==> config.mk <==
export PLATFORM = sky130hd
export DESIGN_NAME = status_led_heartbeat_color
export DESIGN_NICKNAME = d
export VERILOG_FILES = /design/src/sv/slhc_pkg.sv /design/src/sv/slhc_div.sv /design/src/sv/slhc_color.sv /design/src/sv/status_led_heartbeat_color.sv
export SDC_FILE = /design/constraint.sdc
export NUM_CORES = 1
export LEC_CHECK = 0
export ABC_CLOCK_PERIOD_IN_PS = 4500
export BUFFER_PORTS_ARGS = -buffer_cell sky130_fd_sc_hd__buf_2
export CORE_MARGIN = 1
export CORE_UTILIZATION = 55
export DETAILED_ROUTE_END_ITERATION = 6
export MAX_ROUTING_LAYER = met4
export PLACE_DENSITY = 0.76
export SYNTH_ARGS = -nofsm -noshare
export SYNTH_HDL_FRONTEND = slang
export SYNTH_SLANG_ARGS = --single-unit
==> constraint.sdc <==
create_clock -name clock -period 4.5 [get_ports clock]
set_clock_uncertainty 0.2 [all_clocks]
set_input_delay 0.9 -clock clock [delete_from_list [all_inputs] [get_ports clock]]
set_output_delay 0.9 -clock clock [all_outputs]
set_load 0.02 [all_outputs]
==> src/sv/slhc_pkg.sv <==
package slhc_pkg;

   localparam logic [1:0] KIND_TICK  = 2'd0;
   localparam logic [1:0] KIND_BASE  = 2'd1;
   localparam logic [1:0] KIND_PULSE = 2'd2;

   localparam logic [2:0] BASE_BOOT         = 3'd0;
   localparam logic [2:0] BASE_FORMING      = 3'd1;
   localparam logic [2:0] BASE_READY_CLOSED = 3'd2;
   localparam logic [2:0] BASE_READY_OPEN   = 3'd3;

   localparam logic [1:0] PULSE_NETWORK = 2'd0;
   localparam logic [1:0] PULSE_EVENT   = 2'd1;

   localparam logic CSR_HB_PERIOD  = 1'b0;
   localparam logic CSR_PULSE_DUR  = 1'b1;

   localparam logic [15:0] HB_PERIOD_RESET = 16'd2200;
   localparam logic [15:0] PULSE_DUR_RESET = 16'd120;

   localparam int PhaseW = 16;
   localparam int IdxW   = 5;

   typedef struct packed {
      logic              busy;
      logic              done;
      logic [PhaseW-1:0] remainder;
      logic [IdxW-1:0]   index;
   } div_status_type;

   typedef struct packed {
      logic [7:0] green;
      logic [7:0] blue;
   } hb_color_type;

   function automatic hb_color_type hb_color(logic [IdxW-1:0] idx);
      logic [IdxW-1:0] level;
      hb_color_type    c;
      level = (idx[4] && (idx[3:0] != 4'd0)) ? (5'd0 - idx) : idx;
      unique case (level)
         5'd0:    c = '{green: 8'd26, blue: 8'd0};
         5'd1:    c = '{green: 8'd26, blue: 8'd0};
         5'd2:    c = '{green: 8'd25, blue: 8'd1};
         5'd3:    c = '{green: 8'd24, blue: 8'd2};
         5'd4:    c = '{green: 8'd23, blue: 8'd4};
         5'd5:    c = '{green: 8'd21, blue: 8'd6};
         5'd6:    c = '{green: 8'd19, blue: 8'd8};
         5'd7:    c = '{green: 8'd17, blue: 8'd11};
         5'd8:    c = '{green: 8'd15, blue: 8'd14};
         5'd9:    c = '{green: 8'd13, blue: 8'd17};
         5'd10:   c = '{green: 8'd10, blue: 8'd19};
         5'd11:   c = '{green: 8'd8,  blue: 8'd22};
         5'd12:   c = '{green: 8'd7,  blue: 8'd24};
         5'd13:   c = '{green: 8'd5,  blue: 8'd27};
         5'd14:   c = '{green: 8'd3,  blue: 8'd28};
         5'd15:   c = '{green: 8'd2,  blue: 8'd29};
         5'd16:   c = '{green: 8'd2,  blue: 8'd30};
         default: c = '{green: 8'd26, blue: 8'd0};
      endcase
      return c;
   endfunction

endpackage

==> src/sv/slhc_div.sv <==
module slhc_div
   import slhc_pkg::*;
(
   input  logic                clock,
   input  logic                reset,
   input  logic                start,
   input  logic [PhaseW-1:0]   dividend,
   input  logic [PhaseW-1:0]   divisor,
   output div_status_type      status
);

   localparam int Steps   = PhaseW + IdxW;
   localparam int CntW    = $clog2(Steps);
   localparam int ModStep = PhaseW - 1;

   logic                busy_ff;
   logic                done_ff;
   logic [CntW-1:0]     cnt_ff;
   logic [PhaseW-1:0]   rem_ff;
   logic [PhaseW-1:0]   rem_in;
   logic [Steps-1:0]    dvd_ff;
   logic [PhaseW-1:0]   div_ff;
   logic [IdxW-1:0]     quo_ff;
   logic [PhaseW-1:0]   mod_ff;
   logic [PhaseW:0]     trial;
   logic [PhaseW:0]     diff;
   logic                fits;

   assign trial  = {rem_ff, dvd_ff[Steps-1]};
   assign fits   = trial >= {1'b0, div_ff};
   assign diff   = trial - {1'b0, div_ff};
   assign rem_in = fits ? diff[PhaseW-1:0] : trial[PhaseW-1:0];

   always_ff @(posedge clock) begin
      if (reset) begin
         busy_ff <= 1'b0;
         done_ff <= 1'b0;
         cnt_ff  <= '0;
      end else begin
         done_ff <= 1'b0;
         if (start) begin
            busy_ff <= 1'b1;
            cnt_ff  <= '0;
            rem_ff  <= '0;
            dvd_ff  <= {dividend, {IdxW{1'b0}}};
            div_ff  <= divisor;
         end else if (busy_ff) begin
            rem_ff <= rem_in;
            dvd_ff <= {dvd_ff[Steps-2:0], 1'b0};
            quo_ff <= {quo_ff[IdxW-2:0], fits};
            cnt_ff <= cnt_ff + CntW'(1);
            if (cnt_ff == CntW'(ModStep)) begin
               mod_ff <= rem_in;
            end
            if (cnt_ff == CntW'(Steps - 1)) begin
               busy_ff <= 1'b0;
               done_ff <= 1'b1;
            end
         end
      end
   end

   assign status = '{busy: busy_ff, done: done_ff, remainder: mod_ff, index: quo_ff};

endmodule

==> src/sv/slhc_color.sv <==
module slhc_color
   import slhc_pkg::*;
(
   input  logic [2:0]      base,
   input  logic [IdxW-1:0] idx,
   input  logic            pulse_on,
   input  logic [6:0]      pulse_red,
   input  logic [6:0]      pulse_green,
   input  logic [6:0]      pulse_blue,
   output logic [7:0]      red,
   output logic [7:0]      green,
   output logic [7:0]      blue
);

   function automatic logic [7:0] sat_add(logic [7:0] a, logic [6:0] b);
      logic [8:0] s;
      s = {1'b0, a} + {2'b00, b};
      return s[8] ? 8'hFF : s[7:0];
   endfunction

   hb_color_type hb;
   logic [7:0]   base_r;
   logic [7:0]   base_g;
   logic [7:0]   base_b;

   assign hb = hb_color(idx);

   always_comb begin
      unique case (base)
         BASE_BOOT:         {base_r, base_g, base_b} = {8'd0,  8'd0,     8'd18};
         BASE_FORMING:      {base_r, base_g, base_b} = {8'd0,  8'd18,    8'd18};
         BASE_READY_CLOSED: {base_r, base_g, base_b} = {8'd0,  hb.green, hb.blue};
         BASE_READY_OPEN:   {base_r, base_g, base_b} = {8'd18, 8'd10,    8'd0};
         default:           {base_r, base_g, base_b} = {8'd18, 8'd0,     8'd0};
      endcase
   end

   assign red   = pulse_on ? sat_add(base_r, pulse_red)   : base_r;
   assign green = pulse_on ? sat_add(base_g, pulse_green) : base_g;
   assign blue  = pulse_on ? sat_add(base_b, pulse_blue)  : base_b;

endmodule

==> src/sv/status_led_heartbeat_color.sv <==
// Channel | Direction | Handshake            | Payload
// req     | in        | req_valid/req_stall  | req_kind, req_base_state, req_pulse_kind
// rsp     | out       | rsp_valid/rsp_stall  | rsp_red, rsp_green, rsp_blue
// csr     | in        | csr_write            | csr_index, csr_data
//
// Outside ready closed an accepted request goes to the output step and loads its result there.
// In ready closed a bit-serial divider forms phase mod period and the table index,
// one quotient bit a cycle; the result loads in the output step once the divider is done.
// One request at a time; the next is taken while a result waits.
// Synchronous reset restores the register defaults and the boot state.
// A stalled result holds; the block waits in its output step until the register frees.
module status_led_heartbeat_color
   import slhc_pkg::*;
(
   input  logic        clock,
   input  logic        reset,
   input  logic        req_valid,
   output logic        req_stall,
   input  logic [1:0]  req_kind,
   input  logic [2:0]  req_base_state,
   input  logic [1:0]  req_pulse_kind,
   output logic        rsp_valid,
   input  logic        rsp_stall,
   output logic [7:0]  rsp_red,
   output logic [7:0]  rsp_green,
   output logic [7:0]  rsp_blue,
   input  logic        csr_write,
   input  logic        csr_index,
   input  logic [15:0] csr_data
);

   typedef enum logic [1:0] {ST_IDLE, ST_DIV, ST_PUT} state_type;

   state_type         state_ff;
   logic [15:0]       period_ff;
   logic [15:0]       duration_ff;
   logic [2:0]        base_ff;
   logic [2:0]        base_in;
   logic [PhaseW-1:0] phase_ff;
   logic [PhaseW-1:0] phase_in;
   logic [15:0]       pulse_left_ff;
   logic [15:0]       pulse_left_in;
   logic [6:0]        pulse_red_ff;
   logic [6:0]        pulse_green_ff;
   logic [6:0]        pulse_blue_ff;
   logic [IdxW-1:0]   idx_ff;
   logic              rsp_valid_ff;
   logic [7:0]        rsp_red_ff;
   logic [7:0]        rsp_green_ff;
   logic [7:0]        rsp_blue_ff;
   logic              accept;
   logic              load_ok;
   logic              div_start;
   logic [15:0]       per_eff;
   logic [7:0]        col_r;
   logic [7:0]        col_g;
   logic [7:0]        col_b;
   div_status_type    div_status;

   assign req_stall = state_ff != ST_IDLE;
   assign accept    = req_valid && !req_stall;
   assign load_ok   = !rsp_valid_ff || !rsp_stall;
   assign per_eff   = (period_ff == 16'd0) ? 16'd1 : period_ff;

   always_comb begin
      base_in       = (req_kind == KIND_BASE) ? req_base_state : base_ff;
      phase_in      = (req_kind == KIND_TICK) ? phase_ff + PhaseW'(1) : phase_ff;
      pulse_left_in = pulse_left_ff;
      if (req_kind == KIND_TICK && pulse_left_ff != 16'd0) begin
         pulse_left_in = pulse_left_ff - 16'd1;
      end else if (req_kind == KIND_PULSE) begin
         pulse_left_in = duration_ff;
      end
      if (base_in != BASE_READY_CLOSED) begin
         phase_in = '0;
      end
   end

   assign div_start = accept && (base_in == BASE_READY_CLOSED);

   slhc_div u_div (
      .clock    (clock),
      .reset    (reset),
      .start    (div_start),
      .dividend (phase_in),
      .divisor  (per_eff),
      .status   (div_status)
   );

   slhc_color u_color (
      .base        (base_ff),
      .idx         (idx_ff),
      .pulse_on    (pulse_left_ff != 16'd0),
      .pulse_red   (pulse_red_ff),
      .pulse_green (pulse_green_ff),
      .pulse_blue  (pulse_blue_ff),
      .red         (col_r),
      .green       (col_g),
      .blue        (col_b)
   );

   always_ff @(posedge clock) begin
      if (reset) begin
         state_ff       <= ST_IDLE;
         period_ff      <= HB_PERIOD_RESET;
         duration_ff    <= PULSE_DUR_RESET;
         base_ff        <= BASE_BOOT;
         phase_ff       <= '0;
         pulse_left_ff  <= '0;
         pulse_red_ff   <= '0;
         pulse_green_ff <= '0;
         pulse_blue_ff  <= '0;
         idx_ff         <= '0;
         rsp_valid_ff   <= 1'b0;
      end else begin
         if (csr_write) begin
            unique case (csr_index)
               CSR_HB_PERIOD: period_ff   <= csr_data;
               CSR_PULSE_DUR: duration_ff <= csr_data;
               default:       period_ff   <= period_ff;
            endcase
         end
         if (!rsp_stall && state_ff != ST_PUT) begin
            rsp_valid_ff <= 1'b0;
         end
         unique case (state_ff)
            ST_IDLE: begin
               if (accept) begin
                  base_ff       <= base_in;
                  phase_ff      <= phase_in;
                  pulse_left_ff <= pulse_left_in;
                  if (req_kind == KIND_PULSE) begin
                     unique case (req_pulse_kind)
                        PULSE_NETWORK: begin
                           {pulse_red_ff, pulse_green_ff, pulse_blue_ff} <=
                              {7'd0, 7'd0, 7'd80};
                        end
                        PULSE_EVENT: begin
                           {pulse_red_ff, pulse_green_ff, pulse_blue_ff} <=
                              {7'd80, 7'd80, 7'd80};
                        end
                        default: begin
                           {pulse_red_ff, pulse_green_ff, pulse_blue_ff} <=
                              {7'd60, 7'd0, 7'd70};
                        end
                     endcase
                  end
                  state_ff <= div_start ? ST_DIV : ST_PUT;
               end
            end
            ST_DIV: begin
               if (div_status.done) begin
                  phase_ff <= div_status.remainder;
                  idx_ff   <= div_status.index;
                  state_ff <= ST_PUT;
               end
            end
            ST_PUT: begin
               if (load_ok) begin
                  rsp_valid_ff <= 1'b1;
                  rsp_red_ff   <= col_r;
                  rsp_green_ff <= col_g;
                  rsp_blue_ff  <= col_b;
                  state_ff     <= ST_IDLE;
               end
            end
            default: state_ff <= ST_IDLE;
         endcase
      end
   end

   assign rsp_valid = rsp_valid_ff;
   assign rsp_red   = rsp_red_ff;
   assign rsp_green = rsp_green_ff;
   assign rsp_blue  = rsp_blue_ff;

   a_phase_zero_off_wave: assert property (@(posedge clock) disable iff (reset)
      (state_ff == ST_PUT && base_ff != BASE_READY_CLOSED) |-> phase_ff == '0)
      else $error("phase not cleared outside ready closed");

   a_phase_below_period: assert property (@(posedge clock) disable iff (reset)
      (state_ff == ST_PUT && base_ff == BASE_READY_CLOSED) |-> phase_ff < per_eff)
      else $error("phase not reduced below period");

   a_stall_while_div: assert property (@(posedge clock) disable iff (reset)
      div_status.busy |-> (req_stall && state_ff == ST_DIV))
      else $error("divider busy outside divide step");

endmodule
==> reports/results.md, run 1 <==
## Cells and area
• final core utilization: 62.9%
• Inserted Diodes: 0
• area of the multi-input gates: 0.00421 sq mm
• most frequent standard cell in the layout excluding fill and tap cells: nand2_1
• # fillers: 1325
• # nets final: 1050
• most used cells in the layout excluding fill and tap cells: nand2_1, edfxtp_1, dfxtp_1
• signed area change from the synthesized netlist to the final layout: 10.6%
• area used by sequential logic in the layout: 0.00441 sq mm
• proportion of layout cells with a drive suffix above 1: 12.9%

## Clock network
• hold buffer count at CTS: 0
• buffer type at the clock tree root: clkbuf_16
• TritonCTS clock tree: done
• clock transition time at the flip-flop clock pins of the worst setup and hold paths: 0.07 ns
• Longest Clk Path Bufs: 2
• H-tree levels: 4
• clock latency at the later pin of the worst-skew pair: 0.43 ns
• number of gates resized after CTS: 0
• CTS Buf Count: 17
• setup repair bufs after CTS: 0
• Clock Sinks: 176

## Setup path
• capture point of the worst reg-to-reg path: rsp_blue[4]
• highest fanout seen on the critical path: 6
• Critical Path Start: idx_ff[1]
• classification of the worst setup path: register to register
• arrival time at the worst endpoint: 4.02 ns
• most used cell, CP: ha_1
• largest stage delay on the critical path: 0.47 ns
• critical-path cell list: inv_1 -> ha_1 -> or3b_2 -> nand3_1 -> and2_1 -> inv_1 -> ha_1 -> nand2_1 -> o211ai_1 -> a31oi_1 -> ha_1 -> a21oi_1 -> nor3_1 -> and2_1 -> a32oi_1 -> xnor2_1 -> mux2_2
• setup slack of the most critical reg-to-reg path: 0.46 ns
• capturing element type of the critical path: register
• data required time at the worst endpoint: 4.49 ns
• crit path capture: rsp_blue[4]
• Worst path slowest cell: or3b_2
• worst r2r src: idx_ff[1]
• path depth of the worst reg2reg path: 17
• crit start category: register

## Power
• net switching share of the total power: 24.9%
• switching component of the power: 0.936 mW
• worst voltage drop across the vdd grid: 264 uV
• Cell Pwr Density: 373 mW/mm^2
• P_leak: 3.77 nW
• combinational fraction of design power: 10.7%
• internal power: 2.82 mW
• sequential cell fraction of total power: 47.2%
• power share of the clock group: 42.0%

## Route
• drt wl/cell: 15.4 um
• number of nets with antenna violations after routing: 0
• detailed-route vias per instance: 5.70
• vias after detailed routing: 6931
• first-iteration detailed-routing DRC count: 482
• DRC violation count after routing: 0
• detailed-route wire length: 18.8 mm
• first drt pass iteration count: 5

## Synthesis
• most instantiated flip-flop cell in the synthesis netlist: edfxtp_1
• flops & latches, synth: 176
• Syn Inst Count: 969
• total standard cell area after synthesis: 0.00909 sq mm
• Post-synth EDFFs: 89
• sequential element share of the synthesized area: 48.5%
• Synth async-reset ratio: 0%
• Synth warnings: 0
• top-area cell type share of the netlist area: 29.4%
• post-synthesis cell type count: 83
• cell types with the largest area share after synthesis: edfxtp_1, dfxtp_1, nand2_1
• average cell area after synthesis: 9.38 sq um
• library cell occupying the most area in the post-synthesis netlist: edfxtp_1

## Global routing
• antenna violations before repair: 0
• aggregate global-route resource usage: 23.8%
• remaining global-route overflow: 0
• global-route wire length before repair: 30.6 mm
• pin count of the biggest net entering global routing: 39
• vias in the first global route: 6264

## Status
• status: completed

## Floorplan
• I/O Pins: 55
• placeable core region: 0.0160 sq mm
• starting density of the core: 56.8%
• site row count: 46
• area of the die: 0.0171 sq mm
• die extent in x: 131 um
• DIE HEIGHT: 131 um

## STA
• worst rel slew slack: 26.8%
• min cycle time layout: 4.04 ns
• RSZ-0062 raised after global routing: no
• setup violation total in the final timing report: 0
• Pins Over Slew Limit: 0
• final count of hold timing violations: 0
• Worst Tran Pin Value: 1.09 ns
• maximum clock frequency: 0.248 GHz
• final total negative setup slack: 0 ns
• fin crit share: 89.8%

## Flow run
• max cap viols: 0

## Placement
• post-detailed-placement half-perimeter wirelength: 13.1 mm
• Port-buffer cells: 51
• GPL Wtd Cong: 0.882

## Min path
• number of instances on the worst hold path: 2
• Min-Delay Path Class: register to register

-- synthesized netlist by cell type, drive strengths merged (11+ instances only) --
cell type	instances
nand2	142
edfxtp	89
dfxtp	87
a21oi	86
nor2	68
inv	48
o21ai	46
clkbuf	45
ha	32
nand3	31
xnor2	29
buf	22
and2	21
nor3	21
a211oi	14
nor4	13
mux2	11
nand2b	11
-- how the worst min path moves through the flow --
| stage | from | endpoint | slack [ns] |
|---|---|---|---|
| finish | period_ff[0] | period_ff[0] | 0.26 |
| global route | u_div.quo_ff[0] | u_div.quo_ff[1] | 0.27 |
| CTS | period_ff[0] | period_ff[0] | 0.26 |
| detailed placement | u_div.quo_ff[1] | u_div.quo_ff[2] | 0.24 |
| global placement | u_div.quo_ff[0] | u_div.quo_ff[1] | 0.24 |
| floorplan | u_div.quo_ff[0] | u_div.quo_ff[1] | 0.23 |
-- stage by stage --
step / setup slack, ns / std cells / hold slack (ns) / total power [mW] / cell area, sq um
2_1_floorplan: 0.627 / 971 / 0.226 / 2.11 / 9100
4_1_cts: 0.462 / 1216 / 0.258 / 3.78 / 10100
6_report: 0.460 / 1216 / 0.255 / 3.75 / 10100
3_5_place_dp: 0.484 / 1184 / 0.235 / 2.20 / 9430
5_1_grt: 0.203 / 1216 / 0.271 / 3.90 / 10100
3_3_place_gp: 0.518 / 1184 / 0.242 / 2.19 / 9430
-- routing by layer --
metal | vias to the layer above | track usage, % | share of wire, %
li1 | 3491 | - | -
met1 | 3215 | 31.7 | 47
met2 | 202 | 36.6 | 47
met3 | 23 | 4.23 | 4.8
met4 | 0 | 8.18 | 1.1
met5 | - | - | 0
-- power groups by stage --
| stage | logic [mW] | clock network [mW] | registers [mW] |
|---|---|---|---|
| floorplan | 0.308 | 0 | 1.80 |
| global placement | 0.389 | 0 | 1.81 |
| detailed placement | 0.398 | 0 | 1.81 |
| CTS | 0.399 | 1.61 | 1.77 |
| global route | 0.448 | 1.67 | 1.78 |
| finish | 0.403 | 1.58 | 1.77 |
-- cell type report --
| type | instances | share of cell area (%) |
|---|---|---|
| sequential | 176 | 43.9 |
| multi-input combinational | 679 | 41.8 |
| clock buffer | 17 | 4.23 |
| timing repair buffer | 64 | 3.51 |
| tap | 216 | 2.69 |
| clock inverter | 15 | 2.05 |
| inverter | 49 | 1.83 |
-- sequential cells by signal, summed over array words and instances, names as in the netlist, 2 cells and up --
| register | flops |
|---|---|
| pulse_left_ff | 16 |
| u_div.quo_ff | 5 |
| rsp_red | 6 |
| rsp_green | 7 |
| u_div.cnt_ff | 5 |
| state_ff | 2 |
| base_ff | 3 |
| u_div.mod_ff | 16 |
| duration_ff | 16 |
| phase_ff | 16 |
| pulse_blue_ff | 2 |
| idx_ff | 5 |
| period_ff | 16 |
| u_div.div_ff | 16 |
| pulse_red_ff | 2 |
| u_div.rem_ff | 16 |
| u_div.dvd_ff | 16 |
| rsp_blue | 7 |
-- kinds of logic after synthesis --
group | synth area share (%)
muxes | 2.35
other | 0.0412
DFF | 48.5
xor gates and xnor gates | 3.55
and+or+nand+nor | 19.1
AOI/OAI and AO/OA | 16.1
adders and majority gates | 4.84
buffers and inverters | 5.41
-- critical path, delay by kind of cell, from the launching register on --
| kind | cells | cell delay, ns |
|---|---|---|
| DFF | 1 | 0.36 |
| adders and majority gates | 3 | 0.80 |
| AOI/OAI and AO/OA | 4 | 0.74 |
| xor gates and xnor gates | 1 | 0.09 |
| and+or+nand+nor | 6 | 1.13 |
| buffers and inverters | 2 | 0.22 |
| muxes | 1 | 0.27 |
Power figures use the tool's default switching activity.
==> run 2, diff against run 1 <==
Settings changed: CELL_PAD_IN_SITES_DETAIL_PLACEMENT set to 0, CELL_PAD_IN_SITES_GLOBAL_PLACEMENT set to 1, CORE_UTILIZATION 55 to 48, PLACE_DENSITY 0.76 to 0.84.
==> run 2 against run 1 <==
Net effect:
- final area shrank 0.62%
- global-route usage fell by 2.5 points
- worst setup slack worse by 0.13 ns
- total power shrank 5.5%
- die area increased by 14%
- highest routed layer unchanged
==> reports/results.md, run 2 (synthesis results as in run 1) <==
## Cells and area
• most frequent standard cell in the layout excluding fill and tap cells: nand2_1
• signed area change from the synthesized netlist to the final layout: 9.92%
• # fillers: 1691
• most used cells in the layout excluding fill and tap cells: nand2_1, edfxtp_1, dfxtp_1
• # nets final: 1051
• proportion of layout cells with a drive suffix above 1: 13.0%
• Inserted Diodes: 0

## Floorplan
• site row count: 49
• I/O Pins: 55
• placeable core region: 0.0183 sq mm
• DIE HEIGHT: 140 um
• die extent in x: 140 um
• area of the die: 0.0195 sq mm
• starting density of the core: 49.8%

## Route
• detailed-route vias per instance: 5.66
• number of nets with antenna violations after routing: 0
• vias after detailed routing: 6962
• drt wl/cell: 15.7 um
• first-iteration detailed-routing DRC count: 487
• DRC violation count after routing: 0
• first drt pass iteration count: 5
• detailed-route wire length: 19.3 mm

## STA
• maximum clock frequency: 0.240 GHz
• final total negative setup slack: 0 ns
• setup violation total in the final timing report: 0
• min cycle time layout: 4.17 ns
• fin crit share: 92.7%
• RSZ-0062 raised after global routing: no
• Worst Tran Pin Value: 0.943 ns
• Pins Over Slew Limit: 0
• Setup WS post-layout: 0.329 ns
• final-layout worst hold slack: 0.258 ns
• worst rel slew slack: 37.0%
• final count of hold timing violations: 0

## Power
• internal power: 2.65 mW
• net switching share of the total power: 25.4%
• sequential cell fraction of total power: 50.0%
• Cell Pwr Density: 355 mW/mm^2
• power share of the clock group: 38.6%
• worst voltage drop across the vdd grid: 287 uV
• combinational fraction of design power: 11.4%
• P_leak: 3.75 nW
• switching component of the power: 0.900 mW

## Clock network
• clock transition time at the flip-flop clock pins of the worst setup and hold paths: 0.06 ns
• hold buffer count at CTS: 0
• Clock Sinks: 176
• number of gates resized after CTS: 0
• TritonCTS clock tree: done
• H-tree levels: 4
• setup repair bufs after CTS: 0
• buffer type at the clock tree root: clkbuf_16
• clock latency at the later pin of the worst-skew pair: 0.43 ns
• CTS Buf Count: 17
• Longest Clk Path Bufs: 2

## Setup path
• arrival time at the worst endpoint: 4.15 ns
• classification of the worst setup path: register to register
• data required time at the worst endpoint: 4.48 ns
• highest fanout seen on the critical path: 6
• crit start category: register
• capturing element type of the critical path: register

## Global routing
• aggregate global-route resource usage: 21.3%
• antenna violations before repair: 0
• global-route wire length before repair: 32.4 mm
• vias in the first global route: 6502
• remaining global-route overflow: 0
• pin count of the biggest net entering global routing: 39

## Placement
• Setup Slack @ Placement: 0.449 ns
• post-detailed-placement half-perimeter wirelength: 13.6 mm
• GPL Wtd Cong: 0.861
• Port-buffer cells: 51

## Min path
• Min-Delay Path Class: register to register

## Flow run
• max cap viols: 0

## Status
• status: completed

-- run 2: cell types whose count changed in the layout (fill, tap and decap cells not counted), moves of 2 or more --
cell,before,now
clkinv_1,4,1
bufinv_16,4,0
clkinv_2,0,6
clkbuf_1,0,3
inv_8,3,0
clkinvlp_4,2,0
clkbuf_8,0,2
-- run 2: area by class of cell --
type                       instances  area, sq um  area share, %
multi-input combinational        679         4210           42.1
tap                              229          287           2.87
inverter                          49          184           1.84
timing repair buffer              65          360           3.60
clock inverter                     9         56.3          0.563
sequential                       176         4410           44.2
clock buffer                      23          489           4.89
-- run 2: routing by layer --
metal	part of all wire, %	up-vias	global-route usage (%)
met4	1.2	0	6.30
met5	0	-	-
met3	3.6	20	3.10
met2	46	145	33.1
met1	49	3314	28.8
li1	-	3483	-
-- run 2: worst paths after layout --
path | startpoint | to | slack, ns | cells after the start
worst min-delay path | u_div.quo_ff[1] | u_div.quo_ff[2] | 0.26 | 0
worst min register to register | u_div.quo_ff[1] | u_div.quo_ff[2] | 0.26 | 0
worst max-delay path | idx_ff[1] | rsp_blue[4] | 0.33 | 17
worst max register to register | idx_ff[1] | rsp_blue[4] | 0.33 | 17
-- run 2: power by group through the flow --
stage | Clock (mW) | Sequential [mW] | Combinational, mW
final | 1.37 | 1.77 | 0.404
after global routing | 1.46 | 1.78 | 0.449
after CTS | 1.40 | 1.77 | 0.405
after detailed placement | 0 | 1.81 | 0.404
after global placement | 0 | 1.81 | 0.398
after floorplan | 0 | 1.80 | 0.308
-- run 2: metrics by stage --
stage	utilization [%]	instances	cell area [sq um]	total power, mW
floorplan	-	971	9100	2.11
finish	54.7	1230	10000	3.55
global route	54.7	1230	10000	3.68
detailed placement	51.7	1198	9450	2.21
global placement	51.7	1198	9450	2.20
CTS	54.7	1230	10000	3.57
-- run 2: worst max-delay path, stage by stage (launching register included) --
cell and delay (ns):
dfxtp_1 0.41, inv_1 0.10, ha_1 0.24, nor3b_1 0.17, o21ai_0 0.42, and2_1 0.27, inv_1 0.13, ha_1 0.30
nand2_1 0.06, o211ai_1 0.09, a31oi_1 0.34, ha_1 0.30, a21oi_1 0.15, nor3_1 0.07, and2_1 0.17, a32oi_1 0.18
xnor2_1 0.08, mux2_2 0.25
==> run 3, diff against run 2 <==
Settings changed: CELL_PAD_IN_SITES_GLOBAL_PLACEMENT 1 to 2, CORE_UTILIZATION 48 to 39, PLACE_DENSITY 0.84 to 0.83, SETUP_SLACK_MARGIN set to 0.4.
==> run 3 against run 2 <==
Net effect:
- flip-flop and latch count is the same
- routed wire length grew 4.7%
- clock power up 9%
- via count decreased by 2.1%
- critical path depth rose by 1
- worst setup slack improved by 0.27 ns
- total power up 3.6%
- register-to-register slack gained 0.27 ns
- largest cell class unchanged
- highest routed layer unchanged
==> reports/results.md, run 3 (synthesis results as in run 1) <==
## Status
• status: completed

## Clock network
• clock transition time at the flip-flop clock pins of the worst setup and hold paths: 0.07 ns
• buffer type at the clock tree root: clkbuf_16
• clock latency at the later pin of the worst-skew pair: 0.42 ns
• Longest Clk Path Bufs: 2
• TritonCTS clock tree: done
• Clock Sinks: 176
• H-tree levels: 4
• CTS Buf Count: 17

## Placement
• post-detailed-placement half-perimeter wirelength: 14.2 mm
• Port-buffer cells: 51
• GPL Wtd Cong: 0.819
• Setup Slack @ Placement: 0.464 ns

## STA
• min cycle time layout: 3.90 ns
• Worst Tran Pin Value: 0.935 ns
• final count of hold timing violations: 0
• final-layout worst hold slack: 0.246 ns
• fin crit share: 86.6%
• Pins Over Slew Limit: 0
• maximum clock frequency: 0.257 GHz
• Setup WS post-layout: 0.603 ns
• setup violation total in the final timing report: 0
• final total negative setup slack: 0 ns
• worst rel slew slack: 37.5%
• RSZ-0062 raised after global routing: no

## Global routing
• global-route wire length before repair: 33.2 mm
• met3 capacity usage during global routing: 2.58%
• aggregate global-route resource usage: 18.0%
• met2 layer usage reported by global route: 28.1%
• antenna violations before repair: 0
• routing usage on met1: 24.4%
• busiest metal layer after global routing: met2
• remaining global-route overflow: 0
• pin count of the biggest net entering global routing: 66
• vias in the first global route: 6440

## Cells and area
• Inserted Diodes: 0
• # nets final: 1051
• final core utilization: 44.7%
• signed area change from the synthesized netlist to the final layout: 11.8%
• most frequent standard cell in the layout excluding fill and tap cells: nand2_1
• # fillers: 2265
• most used cells in the layout excluding fill and tap cells: nand2_1, edfxtp_1, dfxtp_1
• proportion of layout cells with a drive suffix above 1: 13.7%

## Route
• DRC violation count after routing: 0
• vias after detailed routing: 6814
• drt wl/cell: 15.4 um
• detailed-route vias per instance: 5.19
• detailed-route wire length: 20.2 mm
• number of nets with antenna violations after routing: 0
• first drt pass iteration count: 5
• first-iteration detailed-routing DRC count: 411

## Power
• switching component of the power: 0.954 mW
• P_leak: 3.76 nW
• sequential cell fraction of total power: 48.2%
• Cell Pwr Density: 361 mW/mm^2
• power share of the clock group: 40.8%
• combinational fraction of design power: 11.1%
• worst voltage drop across the vdd grid: 195 uV
• net switching share of the total power: 25.9%
• Final Power: 3.68 mW
• internal power: 2.72 mW

## Setup path
• crit start category: register
• capturing element type of the critical path: register
• arrival time at the worst endpoint: 3.88 ns
• data required time at the worst endpoint: 4.48 ns
• classification of the worst setup path: register to register
• highest fanout seen on the critical path: 6

## Flow run
• max cap viols: 0

## Floorplan
• I/O Pins: 55
• DIE HEIGHT: 155 um
• placeable core region: 0.0228 sq mm
• die extent in x: 155 um
• starting density of the core: 39.9%
• area of the die: 0.0239 sq mm
• site row count: 55

## Min path
• Min-Delay Path Class: register to register

run 3: cell types whose count changed in the layout (fill, tap and decap cells not counted), moves of 2 or more:
cell and change:
inv_8 +2, clkinv_2 -4, bufinv_16 +2, inv_6 +2, clkbuf_1 -3, clkinvlp_4 +2
run 3: cell type report:
| type | count | area, sq um | share of cell area, % |
|---|---|---|---|
| sequential | 176 | 4410 | 43.4 |
| multi-input combinational | 679 | 4230 | 41.6 |
| clock buffer | 18 | 439 | 4.32 |
| tap | 313 | 392 | 3.85 |
| timing repair buffer | 65 | 360 | 3.54 |
| inverter | 49 | 184 | 1.81 |
| clock inverter | 14 | 153 | 1.50 |
run 3: power by group through the flow:
stage,logic [mW],registers [mW],clock network [mW]
2_1_floorplan,0.308,1.80,0
3_3_place_gp,0.406,1.81,0
3_5_place_dp,0.408,1.81,0
4_1_cts,0.410,1.77,1.54
5_1_grt,0.457,1.78,1.60
6_report,0.407,1.77,1.50
run 3: critical path, stage by stage, from the launching register on:
cell and delay (ns):
dfxtp_1 0.37, inv_1 0.11, ha_2 0.21, or3b_2 0.48
nand3_2 0.12, and2_4 0.17, inv_1 0.09, ha_1 0.23
a211oi_1 0.21, a21oi_1 0.06, a21oi_1 0.19, o32ai_2 0.11
ha_1 0.21, a21oi_1 0.13, nor3_1 0.07, and2_1 0.16
a32oi_1 0.19, xnor2_1 0.09, mux2_2 0.26
run 3: layer usage:
metal	part of all wire [%]	vias up
li1	-	3480
met1	51	3234
met2	46	87
met3	2.1	13
met4	0.80	0
met5	0	-
run 3: path summary, 6_finish.rpt:
kind	startpoint	depth (start not counted)	to	slack (ns)
setup / recovery	idx_ff[1]	18	rsp_blue[4]	0.60
hold / removal	u_div.quo_ff[1]	0	u_div.quo_ff[2]	0.25
setup reg to reg	idx_ff[1]	18	rsp_blue[4]	0.60
hold reg to reg	u_div.quo_ff[1]	0	u_div.quo_ff[2]	0.25
run 3: metrics by stage:
| stage | instances | cell area [sq um] |
|---|---|---|
| after detailed placement | 1281 | 9550 |
| after global placement | 1281 | 9550 |
| after global routing | 1314 | 10200 |
| after CTS | 1313 | 10100 |
| after floorplan | 971 | 9100 |
| final | 1314 | 10200 |
run 3: what timing repair did:
item / CTS / global route
hold buffers: 0 / 0
endpoints found under the setup margin: 0 / 2
hold endpoints to repair: 0 / 0
gates resized for setup: 0 / 6
setup buffers: 0 / 1
